--- src/sv/u16u8_pkg.sv ---
// Shared types and constants for the UTF-16 to UTF-8 encoder.
// Used by the front, queue, back and top-level files; depends on nothing.
`default_nettype none
package u16u8_pkg;

	localparam int QDEPTH = 4;
	localparam int QAW    = 2;

	localparam logic [0:0] REG_COUNT_ONLY = 1'b0;
	localparam logic [0:0] REG_CAPACITY   = 1'b1;

	localparam logic [15:0] CAPACITY_RST = 16'd768;

	localparam logic [5:0]  HIGH_TAG   = 6'b110110;
	localparam logic [5:0]  LOW_TAG    = 6'b110111;
	localparam logic [15:0] MAX_ONE    = 16'h007f;
	localparam logic [15:0] MAX_TWO    = 16'h07ff;
	localparam logic [10:0] PLANE_ADD  = 11'h040;
	localparam logic [7:0]  LEAD_TWO   = 8'hc0;
	localparam logic [7:0]  LEAD_THREE = 8'he0;
	localparam logic [7:0]  LEAD_FOUR  = 8'hf0;
	localparam logic [7:0]  CONT       = 8'h80;
	localparam logic [3:0]  SURR_HI    = 4'hd;

	typedef struct packed {
		logic [31:0] bytes;
		logic [1:0]  last_idx;
		logic        end_mark;
		logic [15:0] total;
		logic        truncated;
	} entry_t;

endpackage
`default_nettype wire

--- src/sv/u16u8_front.sv ---
// Front end: accepts code units, pairs surrogates, checks capacity and
// keeps the byte count. Emits a queue entry per terminator and per fitting
// character outside count mode. Depends on u16u8_pkg.
`default_nettype none
module u16u8_front #(
	parameter int COUNT_BITS = 16
) (
	input  wire                    clk,
	input  wire                    arst_n,
	input  wire                    count_only,
	input  wire  [15:0]            capacity,
	input  wire                    unit_valid,
	output logic                   unit_ready,
	input  wire  [15:0]            unit,
	input  wire                    q_room,
	output logic                   push,
	output u16u8_pkg::entry_t      entry
);

	localparam int SW = ((COUNT_BITS > 16) ? COUNT_BITS : 16) + 2;

	logic [9:0]            held_q, n_held;
	logic                  held_valid_q, n_held_valid;
	logic [COUNT_BITS-1:0] bytes_done_q, n_bytes_done;
	logic                  stopped_q, n_stopped;
	logic                  replay_q;
	logic [15:0]           replay_unit_q;

	logic                  act;
	logic [15:0]           u;
	logic                  ch_valid, term, rep;
	logic [2:0]            ch_k;
	logic [31:0]           ch_bytes;
	logic [10:0]           z;
	logic [COUNT_BITS:0]   sum_k;
	logic [SW-1:0]         sum_fit;
	logic                  fits;
	logic [SW-1:0]         done_ext;

	assign unit_ready = q_room && !replay_q;
	assign act        = replay_q ? q_room : (unit_valid && q_room);
	assign u          = replay_q ? replay_unit_q : unit;
	assign z          = {1'b0, held_q} + u16u8_pkg::PLANE_ADD;
	assign sum_k      = {1'b0, bytes_done_q} + (COUNT_BITS+1)'(ch_k);
	assign sum_fit    = SW'(bytes_done_q) + SW'(ch_k) + SW'(1);
	assign fits       = sum_fit <= SW'(capacity);
	assign done_ext   = SW'(bytes_done_q);

	always_comb begin
		n_held       = held_q;
		n_held_valid = held_valid_q;
		n_bytes_done = bytes_done_q;
		n_stopped    = stopped_q;
		push         = 1'b0;
		entry        = '0;
		ch_valid     = 1'b0;
		ch_k         = 3'd0;
		ch_bytes     = '0;
		term         = 1'b0;
		rep          = 1'b0;
		if (act) begin
			if (held_valid_q) begin
				n_held_valid = 1'b0;
				ch_valid     = 1'b1;
				if (u[15:10] == u16u8_pkg::LOW_TAG) begin
					ch_k     = 3'd4;
					ch_bytes = {u16u8_pkg::CONT | {2'b00, u[5:0]},
						u16u8_pkg::CONT | {2'b00, z[1:0], u[9:6]},
						u16u8_pkg::CONT | {2'b00, z[7:2]},
						u16u8_pkg::LEAD_FOUR | {5'b00000, z[10:8]}};
				end else begin
					ch_k     = 3'd3;
					ch_bytes = {8'h00,
						u16u8_pkg::CONT | {2'b00, held_q[5:0]},
						u16u8_pkg::CONT | {2'b00, 2'b10, held_q[9:6]},
						u16u8_pkg::LEAD_THREE | {4'h0, u16u8_pkg::SURR_HI}};
					rep      = 1'b1;
				end
			end else if (u == 16'h0000) begin
				term = 1'b1;
			end else if (!stopped_q) begin
				if (u <= u16u8_pkg::MAX_ONE) begin
					ch_valid = 1'b1;
					ch_k     = 3'd1;
					ch_bytes = {24'h000000, u[7:0]};
				end else if (u <= u16u8_pkg::MAX_TWO) begin
					ch_valid = 1'b1;
					ch_k     = 3'd2;
					ch_bytes = {16'h0000, u16u8_pkg::CONT | {2'b00, u[5:0]},
						u16u8_pkg::LEAD_TWO | {3'b000, u[10:6]}};
				end else if (u[15:10] == u16u8_pkg::HIGH_TAG) begin
					n_held       = u[9:0];
					n_held_valid = 1'b1;
				end else begin
					ch_valid = 1'b1;
					ch_k     = 3'd3;
					ch_bytes = {8'h00, u16u8_pkg::CONT | {2'b00, u[5:0]},
						u16u8_pkg::CONT | {2'b00, u[11:6]},
						u16u8_pkg::LEAD_THREE | {4'h0, u[15:12]}};
				end
			end
		end

		if (ch_valid && !stopped_q) begin
			if (count_only || fits) begin
				n_bytes_done = sum_k[COUNT_BITS] ? '1 : sum_k[COUNT_BITS-1:0];
				if (!count_only) begin
					push           = 1'b1;
					entry.bytes    = ch_bytes;
					entry.last_idx = 2'(ch_k - 3'd1);
				end
			end else begin
				n_stopped = 1'b1;
			end
		end

		if (term) begin
			push            = 1'b1;
			entry.bytes     = '0;
			entry.last_idx  = 2'd0;
			entry.end_mark  = 1'b1;
			entry.total     = done_ext[15:0];
			entry.truncated = stopped_q;
			n_held          = '0;
			n_held_valid    = 1'b0;
			n_bytes_done    = '0;
			n_stopped       = 1'b0;
		end
	end

	always_ff @(posedge clk or negedge arst_n) begin
		if (!arst_n) begin
			held_q       <= '0;
			held_valid_q <= 1'b0;
			bytes_done_q <= '0;
			stopped_q    <= 1'b0;
			replay_q     <= 1'b0;
		end else begin
			held_q       <= n_held;
			held_valid_q <= n_held_valid;
			bytes_done_q <= n_bytes_done;
			stopped_q    <= n_stopped;
			if (act) begin
				replay_q <= rep;
			end
		end
	end

	always_ff @(posedge clk) begin
		if (act && rep) begin
			replay_unit_q <= u;
		end
	end

endmodule
`default_nettype wire

--- src/sv/u16u8_queue.sv ---
// Short register queue of character entries between front and back.
// Depends on u16u8_pkg for the entry type and depth.
`default_nettype none
module u16u8_queue (
	input  wire                    clk,
	input  wire                    arst_n,
	input  wire                    push,
	input  u16u8_pkg::entry_t      push_entry,
	input  wire                    pop,
	output u16u8_pkg::entry_t      head,
	output logic                   not_empty,
	output logic                   room
);

	u16u8_pkg::entry_t              mem_q [u16u8_pkg::QDEPTH];
	logic [u16u8_pkg::QAW-1:0]      wptr_q, rptr_q;
	logic [u16u8_pkg::QAW:0]        count_q;
	logic                           do_pop;

	assign not_empty = count_q != '0;
	assign room      = count_q != (u16u8_pkg::QAW+1)'(u16u8_pkg::QDEPTH);
	assign head      = mem_q[rptr_q];
	assign do_pop    = pop && not_empty;

	always_ff @(posedge clk) begin
		if (push) begin
			mem_q[wptr_q] <= push_entry;
		end
	end

	always_ff @(posedge clk or negedge arst_n) begin
		if (!arst_n) begin
			wptr_q  <= '0;
			rptr_q  <= '0;
			count_q <= '0;
		end else begin
			if (push) begin
				wptr_q <= wptr_q + 1'b1;
			end
			if (do_pop) begin
				rptr_q <= rptr_q + 1'b1;
			end
			if (push && !do_pop) begin
				count_q <= count_q + 1'b1;
			end else if (do_pop && !push) begin
				count_q <= count_q - 1'b1;
			end
		end
	end

endmodule
`default_nettype wire

--- src/sv/u16u8_back.sv ---
// Back end: walks the bytes of the head entry and drives the output register.
// Depends on u16u8_pkg.
`default_nettype none
module u16u8_back (
	input  wire                    clk,
	input  wire                    arst_n,
	input  u16u8_pkg::entry_t      head,
	input  wire                    not_empty,
	output logic                   pop,
	output logic                   m_tvalid,
	input  wire                    m_tready,
	output logic [23:0]            m_tdata,
	output logic                   m_tlast,
	output logic                   m_tuser
);

	logic [1:0] idx_q;
	logic       load;
	logic       out_valid_q;
	logic [7:0] byte_q;
	logic [15:0] total_q;
	logic       last_q, trunc_q;

	assign load     = not_empty && (!out_valid_q || m_tready);
	assign pop      = load && (idx_q == head.last_idx);
	assign m_tvalid = out_valid_q;
	assign m_tdata  = {total_q, byte_q};
	assign m_tlast  = last_q;
	assign m_tuser  = trunc_q;

	always_ff @(posedge clk or negedge arst_n) begin
		if (!arst_n) begin
			idx_q       <= 2'd0;
			out_valid_q <= 1'b0;
		end else begin
			if (load) begin
				out_valid_q <= 1'b1;
				idx_q       <= pop ? 2'd0 : idx_q + 2'd1;
			end else if (m_tready) begin
				out_valid_q <= 1'b0;
			end
		end
	end

	always_ff @(posedge clk) begin
		if (load) begin
			byte_q  <= head.bytes[{idx_q, 3'b000} +: 8];
			total_q <= head.total;
			last_q  <= head.end_mark;
			trunc_q <= head.truncated;
		end
	end

endmodule
`default_nettype wire

--- src/sv/utf16_to_utf8_encoder.sv ---
// UTF-16 to UTF-8 encoder top level: configuration registers, front, queue
// and back. Depends on u16u8_pkg and the u16u8 front, queue and back modules.
//
// One UTF-16 code unit is taken per input word and a zero unit ends the
// string; the output gives one UTF-8 byte per word, one word per cycle
// while m_tready is high, so a character yields one to four output words
// by its encoded length, the terminator one and a character in count mode
// none (a lone high surrogate makes the front replay the next unit). The
// front classifies code units while the queue has room, and a four-entry
// queue lets it run ahead of the byte serializer; sustained rate is set by
// the output byte rate. The last word of a string carries byte zero, tlast,
// the byte count and, in tuser, the truncation flag. Configuration must be
// written only while the block is idle; the block does not enforce this.
`default_nettype none
module utf16_to_utf8_encoder #(
	parameter int COUNT_BITS = 16
) (
	input  wire         clk,
	input  wire         arst_n,
	input  wire         cfg_we,
	input  wire  [0:0]  cfg_idx,
	input  wire  [15:0] cfg_data,
	input  wire         s_tvalid,
	output logic        s_tready,
	input  wire  [15:0] s_tdata,   // code_unit[15:0]
	output logic        m_tvalid,
	input  wire         m_tready,
	output logic [23:0] m_tdata,   // out_byte[7:0], byte_total[23:8]
	output logic        m_tlast,   // end_mark
	output logic        m_tuser    // truncated
);

	logic              count_only_q;
	logic [15:0]       capacity_q;
	logic              q_room, q_not_empty, f_push, b_pop;
	u16u8_pkg::entry_t f_entry, q_head;

	always_ff @(posedge clk or negedge arst_n) begin
		if (!arst_n) begin
			count_only_q <= 1'b0;
			capacity_q   <= u16u8_pkg::CAPACITY_RST;
		end else if (cfg_we) begin
			case (cfg_idx)
				u16u8_pkg::REG_COUNT_ONLY: count_only_q <= cfg_data[0];
				u16u8_pkg::REG_CAPACITY:   capacity_q   <= cfg_data;
				default: ;
			endcase
		end
	end

	u16u8_front #(.COUNT_BITS(COUNT_BITS)) u_front (
		.clk        (clk),
		.arst_n     (arst_n),
		.count_only (count_only_q),
		.capacity   (capacity_q),
		.unit_valid (s_tvalid),
		.unit_ready (s_tready),
		.unit       (s_tdata),
		.q_room     (q_room),
		.push       (f_push),
		.entry      (f_entry)
	);

	u16u8_queue u_queue (
		.clk        (clk),
		.arst_n     (arst_n),
		.push       (f_push),
		.push_entry (f_entry),
		.pop        (b_pop),
		.head       (q_head),
		.not_empty  (q_not_empty),
		.room       (q_room)
	);

	u16u8_back u_back (
		.clk       (clk),
		.arst_n    (arst_n),
		.head      (q_head),
		.not_empty (q_not_empty),
		.pop       (b_pop),
		.m_tvalid  (m_tvalid),
		.m_tready  (m_tready),
		.m_tdata   (m_tdata),
		.m_tlast   (m_tlast),
		.m_tuser   (m_tuser)
	);

endmodule
`default_nettype wire

--- config.mk ---
export PLATFORM = sky130hd
export DESIGN_NAME = utf16_to_utf8_encoder
export DESIGN_NICKNAME = d
export VERILOG_FILES = /design/src/sv/u16u8_pkg.sv /design/src/sv/u16u8_front.sv /design/src/sv/u16u8_queue.sv /design/src/sv/u16u8_back.sv /design/src/sv/utf16_to_utf8_encoder.sv
export SDC_FILE = /design/constraint.sdc
export NUM_CORES = 1
export LEC_CHECK = 0
export ABC_CLOCK_PERIOD_IN_PS = 14500
export BUFFER_PORTS_ARGS = -buffer_cell sky130_fd_sc_hd__buf_4
export CORE_MARGIN = 1.5
export CORE_UTILIZATION = 44
export CTS_CLUSTER_DIAMETER = 60
export DETAILED_ROUTE_END_ITERATION = 6
export PLACE_DENSITY_LB_ADDON = 0.12
export SYNTH_ARGS = -nofsm -noshare
export SYNTH_HDL_FRONTEND = slang
export SYNTH_HIERARCHICAL = 1
export SYNTH_SLANG_ARGS = --single-unit
--- constraint.sdc ---
create_clock -name clk -period 14.5 [get_ports clk]
set_input_delay 0.725 -clock clk [delete_from_list [all_inputs] [get_ports clk]]
set_output_delay 0.725 -clock clk [all_outputs]
set_load 0.03 [all_outputs]
After elaboration in Yosys (flattened, before gate mapping) --
Memories as Yosys holds them, arrays and structs flattened. Cells that the tools add are included.
Storage, ports and cells: flip-flop bits (word level) 98, bits in writable memories 208, output and inout bits 28, memories kept 1
Operators by class: add/subtract/negate cells 10, $lt $le $gt $ge 3, eq/ne operators 10, shift operators 1, multiplexer cells 69, bitwise logic cells 1, reduce and logical (&&, ||, !) cells 29
Memories:
- u_queue.mem_q | words 4, bits a word 52, rd ports 1, clocked after Yosys merged registers in 0, write ports 1, RTL line u16u8_queue.sv:15 | u16u8_pkg::entry_t mem_q [u16u8_pkg::QDEPTH];
Operator list (number):
- $mux 32 | 7
- $mux 34 | 3
- $mux 10 | 8
- $mux 16 | 5
- $mux 52 | 1
- $add 16x3->17 | 2
- $mux 1 | 33
- $shiftx 32x6->8 | 1
- $mux 3 | 9
- $mux 24 | 1
- $add 18x1->18 const B | 1
- $le 18x16->1 | 1
- $le 16x11->1 const B | 1
- $le 16x7->1 const B | 1
- $logic_not 16->1 | 1
- $eq 6x6->1 const B | 2
- $reduce_bool 2->1 | 6
- $add 10x7->11 const B | 1
- $logic_and 1x1->1 | 9
- $ne 2x1->1 const B | 4
- $reduce_and 2->1 | 4
- $reduce_and 7->1 | 1
- $add 2x1->2 const B | 3
- $logic_not 1->1 | 5
- 10 further kinds | 13

Longest topological paths before layout --
Gate-level depths: netlist of run 1.
depth after elaboration 20, gate-level depth with buffers 31

Modules after synthesis --
Netlist of run 1, hierarchy kept.
Modules (own cells, without submodules):
- u16u8_queue | times used 1, cells each 307, area each 7966.4 sq um, sequential area each 6421.2 sq um
- u16u8_front | times used 1, cells each 505, area each 4007.6 sq um, sequential area each 1206.2 sq um
- u16u8_back | times used 1, cells each 53, area each 1147.4 sq um, sequential area each 855.8 sq um
- utf16_to_utf8_encoder | times used 1, cells each 37, area each 694.4 sq um, sequential area each 427.9 sq um

Worst setup path before layout of run 1 --
Ideal clock, no wire load.
path type input-to-reg, start input s_tdata[14], end memory u_queue/mem_q[0][0] (netlist name), enable pin, arrival 6.332 ns, data required time 14.085 ns, slack 7.753 ns, stages 22, path buffers 1, cells stage by stage or4_1 o22a_1 nor2_1 nand2_1 a21oi_1 or3_1 inv_1 ha_1 a21o_1 a21oi_1 nor2_1 nand2_1 or3_1 xnor2_1 ha_1 nand4_1 nor4_1 a32o_1 nand4b_1 buf_2 nand2_1 and2_1
Between the ends: word-level cells in the longest chain between the ends 18, elaborated cells between the ends (all ways) 34, classes of those cells add/sub: 2; order compare: 3; eq/ne: 2; mux: 24; reduce/logical: 3
RTL lines:
- start: declaration | RTL line utf16_to_utf8_encoder.sv:25 | input wire [15:0] s_tdata,
- $mux 16 * | RTL line u16u8_front.sv:42 | assign u = replay_q ? replay_unit_q : unit;
- branches (longest 14 deep; another with $add 18x1->18)
- $mux 1 * | RTL line u16u8_front.sv:117 | if (term) begin
- via f_push | RTL line utf16_to_utf8_encoder.sv:35 | logic q_room, q_not_empty, f_push, b_pop;
- $mux 1 * | RTL line u16u8_queue.sv:26 | if (push) begin
- $mux 1 (not written as such) * | RTL line u16u8_queue.sv:27 | mem_q[wptr_q] <= push_entry;
- end: declaration | RTL line u16u8_queue.sv:15
Mark *: on every way through the listed nets, which the timed path passes.

Worst setup path in the final report of run 1 --
start register u_front.replay_q, end register u_queue/count_q[1] (netlist name)
Between the ends: word-level cells in the longest chain between the ends 19, elaborated cells between the ends (all ways) 38, classes of those cells add/sub: 2; order compare: 3; eq/ne: 2; mux: 24; reduce/logical: 7
RTL lines:
- start: declaration | RTL line u16u8_front.sv:26 | logic replay_q;
- start signal: assignment | RTL line u16u8_front.sv:144 | replay_q <= rep;
- branches (longest 15 deep; another with $add 18x1->18)
- $mux 1 * | RTL line u16u8_front.sv:117
- via f_push | RTL line utf16_to_utf8_encoder.sv:35
- $logic_not 1->1 | RTL line u16u8_queue.sv:45 | end else if (do_pop && !push) begin
- $logic_and 1x1->1 | RTL line u16u8_queue.sv:45
- $reduce_bool 2->1 (no source line)
- end signal: assignment | RTL line u16u8_queue.sv:44 | count_q <= count_q + 1'b1;
- end signal: assignment | RTL line u16u8_queue.sv:46 | count_q <= count_q - 1'b1;
- end: declaration | RTL line u16u8_queue.sv:17 | logic [u16u8_pkg::QAW:0] count_q;
Marked as above. A chain may end at the register's enable or synchronous reset.

==> results.txt, run 1 <==
* Result of the run: finished with violations
- The min-delay analysis places its worst path in the category in2async.
- Detailed placement ended at an HPWL of 18,300 um.
* Library cell with the highest instance count after synthesis: edfxtp_1
- Category of cells accounting for the largest share of critical-path delay: compound AO/OA/AOI/OAI gates
- Sequential cell fraction of total power: 52.6%
- CTS tree: built
- Largest net degree at the start of global routing: 57
- Hold timing on the final database bottoms out at a slack of 0.295 ns.
- Global routing consumed, over all layers together, 18.0% of the routing resources.
* Psw: 0.000373 W
* Post-route minimum period: 7.13 ns
- IR analysis of the VDD net gives a maximum drop of 0.0633 mV.
- During I/O placement, the number of pins put on the boundary was 66.
* Register clock-pin slew on the reported worst setup and hold paths: 0.06 ns
- By instance count, the cell type seen most on the critical path is ha_1.
* Number of warning messages in the yosys log: 6
- The checks that failed: DRC.
- Cell types with the largest area share after synthesis: edfxtp_1 54%, dfrtp_1 9.8%, mux4_2 9.0%, ha_1 2.4%, nor2_1 2.0%
- Data arrival time at the worst-slack endpoint: 7.52 ns
- The design draws 0.00183 W.
- Clk pwr share: 44.3%
- Combinational share of power: 3.1%
- Core ar.: 30,700 sq um
- Of all nets on the critical path, the largest fanout is 32.
* Number of port buffers: 65
- In this run the tightest slew margin relative to its limit is 31.2%.
- Final routed wirelength across all metal layers: 28,500 um
- Setup repair after global routing left no endpoint under its margin.
- Total Die Area: 32,500 sq um
* Most instantiated flip-flop cell in the synthesis netlist: edfxtp_1
* Max frequency: 140 MHz
- The commonest cells after synthesis are 250 x edfxtp_1, 72 x nor2_1, 55 x mux4_2, 54 x dfrtp_1, 44 x inv_1.
- Crit. End Element: register
- CTS built an H-tree with a depth of 2.
- Worst setup path category: reg2reg
* Number of hold-slack violations in the final timing report: 0
* Vias per Instance: 5.54
* Remaining Overflow, GRT: 0
- Source-to-sink clock delay at the later pin of the worst-skew pair: 0.51 ns
- After the last flow step, the layout net total stands at 1,032.
- Counting the buffers created by CTS gives 34.
- Cell at the root of the clock tree: clkbuf_16
- Routed via count: 7,671
* Die Height: 180 um
* Kind of start point of the critical path: register
* Initial antenna violation count: 0
* Violation count after the first detailed-routing iteration: 721
* Max-Cap Viols: 0
- Count of mapped cells out of synthesis: 902
* Slowest cell delay on critical path: 0.55 ns
* Library cell with the largest summed area after synthesis: edfxtp_1
* Post-Synthesis Cell Area: 13,800 sq um
- The congestion estimate from routability-driven global placement came to 0.901.
- Data required time of the worst path: 14.88 ns
- In this run the power density over the cells is 117 nW/um^2.
* Net switching fraction of the power: 20.4%
- The number of antenna diodes in the final layout is 0.
- After detailed routing, the average wire length per cell comes to 20.6 um.
- Unique cell type count in the Yosys netlist: 73
* FP Rows: 64
* WP buf/inv: 4
* Hold_buf cts: 0
- With fillers left out, the area of the finished cells amounts to 15,600 sq um.
- For the final routed database, the setup TNS stands at 0 ns.
- The tree built by TritonCTS fans out to 306 sinks.
- Cell area after placement: 14,600 sq um
- Cell at the slowest stage of the critical path: a311oi_1
- The analysis attributes to cell leakage a power of 5.95 nW.
- Number of enable-type register cells in the synthesized netlist: 250
- On the final layout, the worst clock skew is 0.0198 ns.
* Post-CTS setup buffers: 0
* Layout cell share with drive strength beyond 1: 22.9%
- In this run the critical register-to-register path is launched from u_front/replay_q.
- Share of Yosys cell area claimed by the top area cell type: 54.3%
- Effective utilization at floorplan: 44.9%
- For the pin with the worst max-slew slack, the measured transition is 1.02 ns.
- Async set-reset flop share out of synthesis: 18.3%
- In the routed design, unresolved DRC markers number 5.
- The area growth from synthesis to layout is 12.9%.
- The critical path starts at u_front/replay_q.
- Setup violations remaining at the end of the flow were counted as 0.
* Via count of the first global-routing pass: 7,795
* Number of iterations in the first detailed-routing pass: 7
* Total of flip-flops plus latches after synthesis: 306
- The first global-routing pass estimated 45,200 um of wire.
* PostCTS Resize Cnt: 0
* Sequential-to-total area share from yosys stat: 64.5%
* Internal Power: 0.00146 W
- The number of max-slew violations in the final report came to 0.
- Measured along the x axis, the die boundary spans 180 um.
- The longest clock path from root to sink contains 3 buffers.
- Post-detailed-route count of antenna-violating nets: 0
* Mean post-synth cell area: 15.3 sq um
- Period utilization: 49.2%
==> registers in the layout (all words and copies together) (netlist names) <==
signal and count:
u_queue/mem_q 208, capacity_q 16, u_back/total_q 16, u_front/bytes_done_q 16, u_front/replay_unit_q 16, u_front/held_q 10
u_back/byte_q 8, u_queue/count_q 3, u_back/idx_q 2, u_queue/rptr_q 2, u_queue/wptr_q 2, count_only_q 1
u_back/m_tlast 1, u_back/m_tuser 1, u_back/m_tvalid 1, u_front/held_valid_q 1, u_front/replay_q 1, u_front/stopped_q 1
==> through the flow <==
step | cells | setup slack [ns] | util (%)
2_1_floorplan | 904 | 7.75 | -
3_3_place_gp | 1325 | 7.43 | 47.3
3_5_place_dp | 1325 | 7.29 | 47.3
4_1_cts | 1384 | 7.44 | 50.7
5_1_grt | 1384 | 6.80 | 50.7
6_report | 1384 | 7.37 | 50.7
==> layer usage <==
layer / track usage (%) / wire [um] / vias up / share of wire (%)
li1: - / - / 3578 / -
met1: 25.6 / 13200 / 3841 / 47
met2: 28.8 / 13200 / 205 / 46
met3: 2.83 / 1310 / 47 / 4.6
met4: 5.21 / 684 / 0 / 2.4
met5: 0 / 0 / - / 0
==> power groups by stage <==
stage / clock network, W / logic (W) / registers (W)
final: 0.000811 / 0.0000573 / 0.000964
after CTS: 0.000835 / 0.0000579 / 0.000964
after global routing: 0.000871 / 0.0000637 / 0.000965
after detailed placement: 0 / 0.0000572 / 0.000983
after global placement: 0 / 0.0000569 / 0.000982
after floorplan: 0 / 0.0000402 / 0.000975
==> final timing paths <==
check                      cells past startpoint  slack, ns                  to
hold reg to reg                                1       0.50  u_queue/count_q[2]
setup reg to reg                              28       7.37  u_queue/count_q[1]
min in group clk                               2       0.45       capacity_q[4]
hold / removal                                 1       0.30      capacity_q[11]
max in group asynchronous                      1      13.60   u_queue/rptr_q[0]
setup / recovery                              28       7.37  u_queue/count_q[1]
==> placed cells by master, fill, tap and decap left out, types with 6 or more instances in the layout <==
cell type and n:
xor2_1 12, mux2_2 20, nand3_1 23, nand2_1 41, nand2b_1 10, clkbuf_16 35, or3_1 8, inv_1 44
xnor2_1 12, a22oi_1 8, nor3_1 12, dfrtp_1 52, a21oi_1 34, clkbuf_1 6, mux2i_1 12, mux4_2 55
nand4_1 6, nor2_1 72, a22o_1 14, and2_1 15, edfxtp_1 250, ha_1 26, clkinv_1 7, mux2_4 10
o21ai_0 37, buf_4 74
==> cells by family after synthesis <==
kind of cell	count (synthesis)	synth area share (%)
multiplexers	102	13.5
flip-flops	306	64.5
buffers and inverters	93	3.67
adder cells (fa/ha/maj)	29	2.79
XOR/XNOR	24	1.52
AND/OR/NAND/NOR	217	7.88
other	1	0.0271
AO/OA/AOI/OAI	130	6.11
==> cell type report <==
class | count | area (sq um)
fillers | 2633 | 15100
flip-flops and latches | 306 | 8920
multi-input cells | 505 | 4420
clock buffers | 41 | 898
repair buffers | 74 | 556
well taps | 396 | 495
inverters | 44 | 165
clock inverters | 18 | 151
(Power assumes the default switching activity.)
==> run 2: changes to the inputs <==
Settings changed: ABC_AREA set to 1, ABC_CLOCK_PERIOD_IN_PS 14500 to 6690.
Clock period 14.5 ns to 6.69 ns, I/O delays scaled along.
==> run 2 against run 1 <==
The flow now finishes without violations. Wire length increased by 15%. Cell area grew 8.4%. Via count up 31%. Count of clock-buffer cells in the layout grew 10. Synthesized area increased by 8.5%. Combinational power grew to 37 times the previous value. Register-to-register slack worse by 6.6 ns. Clock skew is 0.0034 ns lower. Fmax is 20% higher. Worst hold slack lost 0.25 ns. First-iteration DRC count grew 0.69%. Final cell count is 46% higher. Largest power group unchanged.
==> results.txt, run 2 <==
- Result of the run: finished, final reports clean (was finished with violations).
- Multiplexer fraction of the synthesized cell area: 0% (was 13.5%)
- The cell with the most instances on the worst path was nand2_1 (was ha_1).
* Path type of the worst min-delay path: in2reg (was in2async)
* Leakage power figure: 7.26 nW (was 5.95 nW)
* Number of port buffers: 65 (unchanged)
- Routed wl met3: 1830 um (was 1310 um)
* Num Clock Sinks: 306 (unchanged)
* Fill cell instance count of the final layout: 3,124 (was 2,633)
- GPL Wtd Cong: 0.896 (was 0.901)
* Final routed wire length divided by cell count: 16.3 um (was 20.6 um)
- The simple-gate share of the synthesized area was 19.0% (was 7.88%).
- The number of CTS-inserted buffers came to 36 (was 34).
- The worst IR drop on VDD came to 0.227 mV (was 0.0633 mV).
* Capture point of the critical path: u_queue/count_q[2] (was u_queue/count_q[1])
- Number of iterations in the first detailed-routing pass: 5 (was 7)
* Via count of the first global-routing pass: 9,799 (was 7,795)
- The remaining routing DRC violations came to 0 (was 5).
* Unique cell type count in the Yosys netlist: 46 (was 73)
- The initial antenna violation count was 0 (unchanged).
- Highest signal layer in the routed design: met4 (unchanged)
* Post-DP HPWL: 21,200 um (was 18,300 um)
- Post-detailed-route count of antenna-violating nets: 0 (unchanged)
- The amount of wire on met2 after detailed routing is 14,400 um (was 13,200 um).
- Register clock-pin slew on the reported worst setup and hold paths: 0.06 ns (about the same)
- Total of flip-flops plus latches after synthesis: 306 (unchanged)
* Area share of xor/xnor cells in the synthesized design: 1.52% (about the same)
- PD cells: 394 nW/um^2 (was 117 nW/um^2)
- Htree depth: 2 (unchanged)
- Synth top cells by count: 403 x nand2_1, 250 x edfxtp_1, 208 x inv_1, 109 x nor2_1, 94 x o211ai_1 (was 250 x edfxtp_1, 72 x nor2_1, 55 x mux4_2, 54 x dfrtp_1, 44 x inv_1)
- Crit. End Element: register (unchanged)
* Kind of start point of the critical path: register (unchanged)
- Total Die Area: 35,200 sq um (was 32,500 sq um)
- Post-CTS setup buffers: 0 (unchanged)
- The final worst setup slack was 0.741 ns (was 7.37 ns).
- The category of the most critical setup path is reg2reg (unchanged).
- Post-synthesis share of cell area spent on full adders, half adders and majority gates: 2.57% (was 2.79%)
- Vias per Instance: 4.96 (was 5.54)
* Relative area change from synthesis to final layout: 12.8% (was 12.9%)
- CTS tree: built (unchanged)
* Async set-reset flop share out of synthesis: 18.3% (unchanged)
- The clock root buffer was clkbuf_16 (unchanged).
- The number of failing hold endpoints at the final stage was 0 (unchanged).
- The routed length on met1 is 16,000 um (was 13,200 um).
* Core ar.: 33,500 sq um (was 30,700 sq um)
* Count of mapped cells out of synthesis: 1,490 (was 902)
* Maximum net fanout on the critical path: 18 (was 32)
- Data required time of the worst path: 7.10 ns (was 14.88 ns)
- Launch point of the worst reg-to-reg path: u_front/replay_q (unchanged)
* IO Count: 66 (unchanged)
- Worst reg2reg setup slack: 0.74 ns (was 7.37 ns)
* Die Height: 188 um (was 180 um)
- Period utilization: 88.9% (was 49.2%)
- The endpoint of the most critical register-to-register path is u_queue/count_q[2] (was u_queue/count_q[1]).
- The via total after detailed routing is 10,000 (was 7,671).
- Layout cell share with drive strength beyond 1: 13.5% (was 22.9%)
- Commonest cells after routing, fill and taps aside: 403 x nand2_1, 250 x edfxtp_1, 204 x inv_1, 108 x nor2_1, 94 x o211ai_1 (was 250 x edfxtp_1, 74 x buf_4, 72 x nor2_1, 55 x mux4_2, 52 x dfrtp_1)
- Setup Total Neg Slack: 0 ns (unchanged)
- Most instantiated flip-flop cell in the synthesis netlist: edfxtp_1 (unchanged)
* Aggregate global-route resource usage: 19.1% (was 18.0%)
* Slowest cell delay on critical path: 0.41 ns (was 0.55 ns)
- Number of warning messages in the yosys log: 6 (unchanged)
* Effective utilization at floorplan: 44.7% (was 44.9%)
- Remaining Overflow, GRT: 0 (unchanged)
* Final routed wirelength across all metal layers: 32,900 um (was 28,500 um)
* Max-Cap Viols: 0 (unchanged)
- Sequential-to-total area share from yosys stat: 59.4% (was 64.5%)
* Worst Setup Slack post-DPL: 0.650 ns (was 7.29 ns)
* Data arrival time at the worst-slack endpoint: 6.36 ns (was 7.52 ns)
- The combinational family with the most area after synthesis was simple AND/OR/NAND/NOR gates (was multiplexers).
* Cell at the slowest stage of the critical path: dfrtp_1 (was a311oi_1)
* Source-to-sink clock delay at the later pin of the worst-skew pair: 0.52 ns (was 0.51 ns)
* First-pass GRT wire length: 53,300 um (was 45,200 um)
- The cell type with the highest aggregate area in the netlist was edfxtp_1 (unchanged).
- The maximum number of pins on one net before global-route repair came to 111 (was 57).
- The number of flops mapped to enable cells by yosys came to 250 (unchanged).
- The area of the mapped netlist came to 15,000 sq um (was 13,800 sq um).
- The largest clock skew in the final design was 0.0163 ns (was 0.0198 ns).
- Share of Yosys cell area claimed by the top area cell type: 50.1% (was 54.3%)
- Cell types with the largest area share after synthesis: edfxtp_1 50%, nand2_1 10%, dfrtp_1 9.0%, inv_1 5.2%, o211ai_1 4.7% (was edfxtp_1 54%, dfrtp_1 9.8%, mux4_2 9.0%, ha_1 2.4%, nor2_1 2.0%).
- Max frequency: 168 MHz (was 140 MHz)
* Die width: 188 um (was 180 um)
- Cell depth of the worst flop-to-flop path: 38 (was 28)
* Setup repair after global routing missed its margin: no (unchanged)
* Setup-failing EPs final: 0 (unchanged)
- Violation count after the first detailed-routing iteration: 726 (was 721)
- Clock tree buffer depth: 3 (unchanged)
* FP Rows: 67 (was 64)
- The compound-cell area share of the yosys netlist is 8.85% (was 6.11%).
- Mean post-synth cell area: 10.1 sq um (was 15.3 sq um)
- Library cell with the highest instance count after synthesis: nand2_1 (was edfxtp_1)
- The flip-flop count of the largest register, all copies and words added came to 208 (unchanged).
- Tightest Pin Transition: 1.15 ns (was 1.02 ns)
* Net count, final: 1,612 (was 1,032)
- Worst-case headroom to the max-slew limit: 23.4% (was 31.2%)
- The number of max-slew violations in the final report was 0 (unchanged).
- Critical path launch point: u_front/replay_q (unchanged)
- The number of antenna repair diodes came to 0 (unchanged).
- The leading cell type in the layout, fill and taps excluded was nand2_1 (was edfxtp_1).
* Post-route minimum period: 5.95 ns (was 7.13 ns)
- Reg with most FFs: u_queue/mem_q (unchanged)
[run 2: cell types whose count changed after synthesis, moves of 17 or more]
| cell | delta |
|---|---|
| buf_2 | +18 |
| nand3_1 | +32 |
| o211ai_1 | +92 |
| inv_1 | +164 |
| mux2_2 | -20 |
| nor2_1 | +37 |
| mux4_2 | -55 |
| and2_1 | -19 |
| nand2_2 | +26 |
| nand2_1 | +362 |
| a21oi_1 | -17 |
[run 2: worst min path at each step]
stage                  start              to  slack [ns]  cells past startpoint
5_1_grt         cfg_data[14]  capacity_q[14]        0.04                      3
6_report         cfg_data[1]   capacity_q[1]        0.05                      3
4_1_cts          cfg_data[1]   capacity_q[1]        0.04                      3
3_5_place_dp   capacity_q[8]   capacity_q[8]        0.45                      2
3_3_place_gp   capacity_q[8]   capacity_q[8]        0.46                      2
2_1_floorplan         arst_n   capacity_q[0]        0.04                      0
[run 2: area by class of cell]
class | count | area (sq um) | area share, %
well taps | 448 | 561 | 3.31
clock inverters | 14 | 141 | 0.836
inverters | 218 | 828 | 4.90
multi-input cells | 900 | 4810 | 28.4
repair buffers | 83 | 638 | 3.77
flip-flops and latches | 306 | 8910 | 52.7
clock buffers | 51 | 1020 | 6.03
[run 2: stage by stage]
step	total power [W]	hold slack [ns]	instance area (sq um)	utilization, %	std cells
after floorplan	0.00423	0.0389	15000	-	1492
after global placement	0.00479	0.456	15700	46.9	1954
after detailed placement	0.00482	0.455	15700	46.9	1954
after CTS	0.00675	0.0351	16900	50.4	2020
after global routing	0.00709	0.0356	16900	50.4	2020
final	0.00667	0.0503	16900	50.4	2020
[run 2: cells by family after synthesis]
kind of cell	count (synthesis)
buffers and inverters	286
xor gates and xnor gates	26
adders and majority gates	29
DFF	306
other	1
AOI/OAI and AO/OA	196
and+or+nand+nor	646
[run 2: power by group]
part / switching (W) / leakage [nW] / internal [W]
sequential: 0.000140 / 3.07 / 0.00251
combinational: 0.00146 / 3.63 / 0.000651
clock: 0.000762 / 0.562 / 0.00115
total: 0.00236 / 7.26 / 0.00431
[run 2: timing repair]
item	in CTS	in global routing
endpoints found under the setup margin	0	2
gates resized for setup	0	1
hold endpoints to repair	54	0
hold buffers	1	0
[run 2: layer usage]
metal	vias to the layer above	track usage (%)
met5	-	0
met4	0	4.83
met3	51	2.68
met2	249	29.7
met1	4665	28.1
li1	5057	-
[run 2: critical path, delay by kind of cell, from the launching register on]
kind            cells  cell delay, ns
simple gates       26            3.00
fa+ha+maj           4            1.16
buf+inv             5            0.66
compound gates      2            0.42
flops               1            0.41
xor+xnor            1            0.17
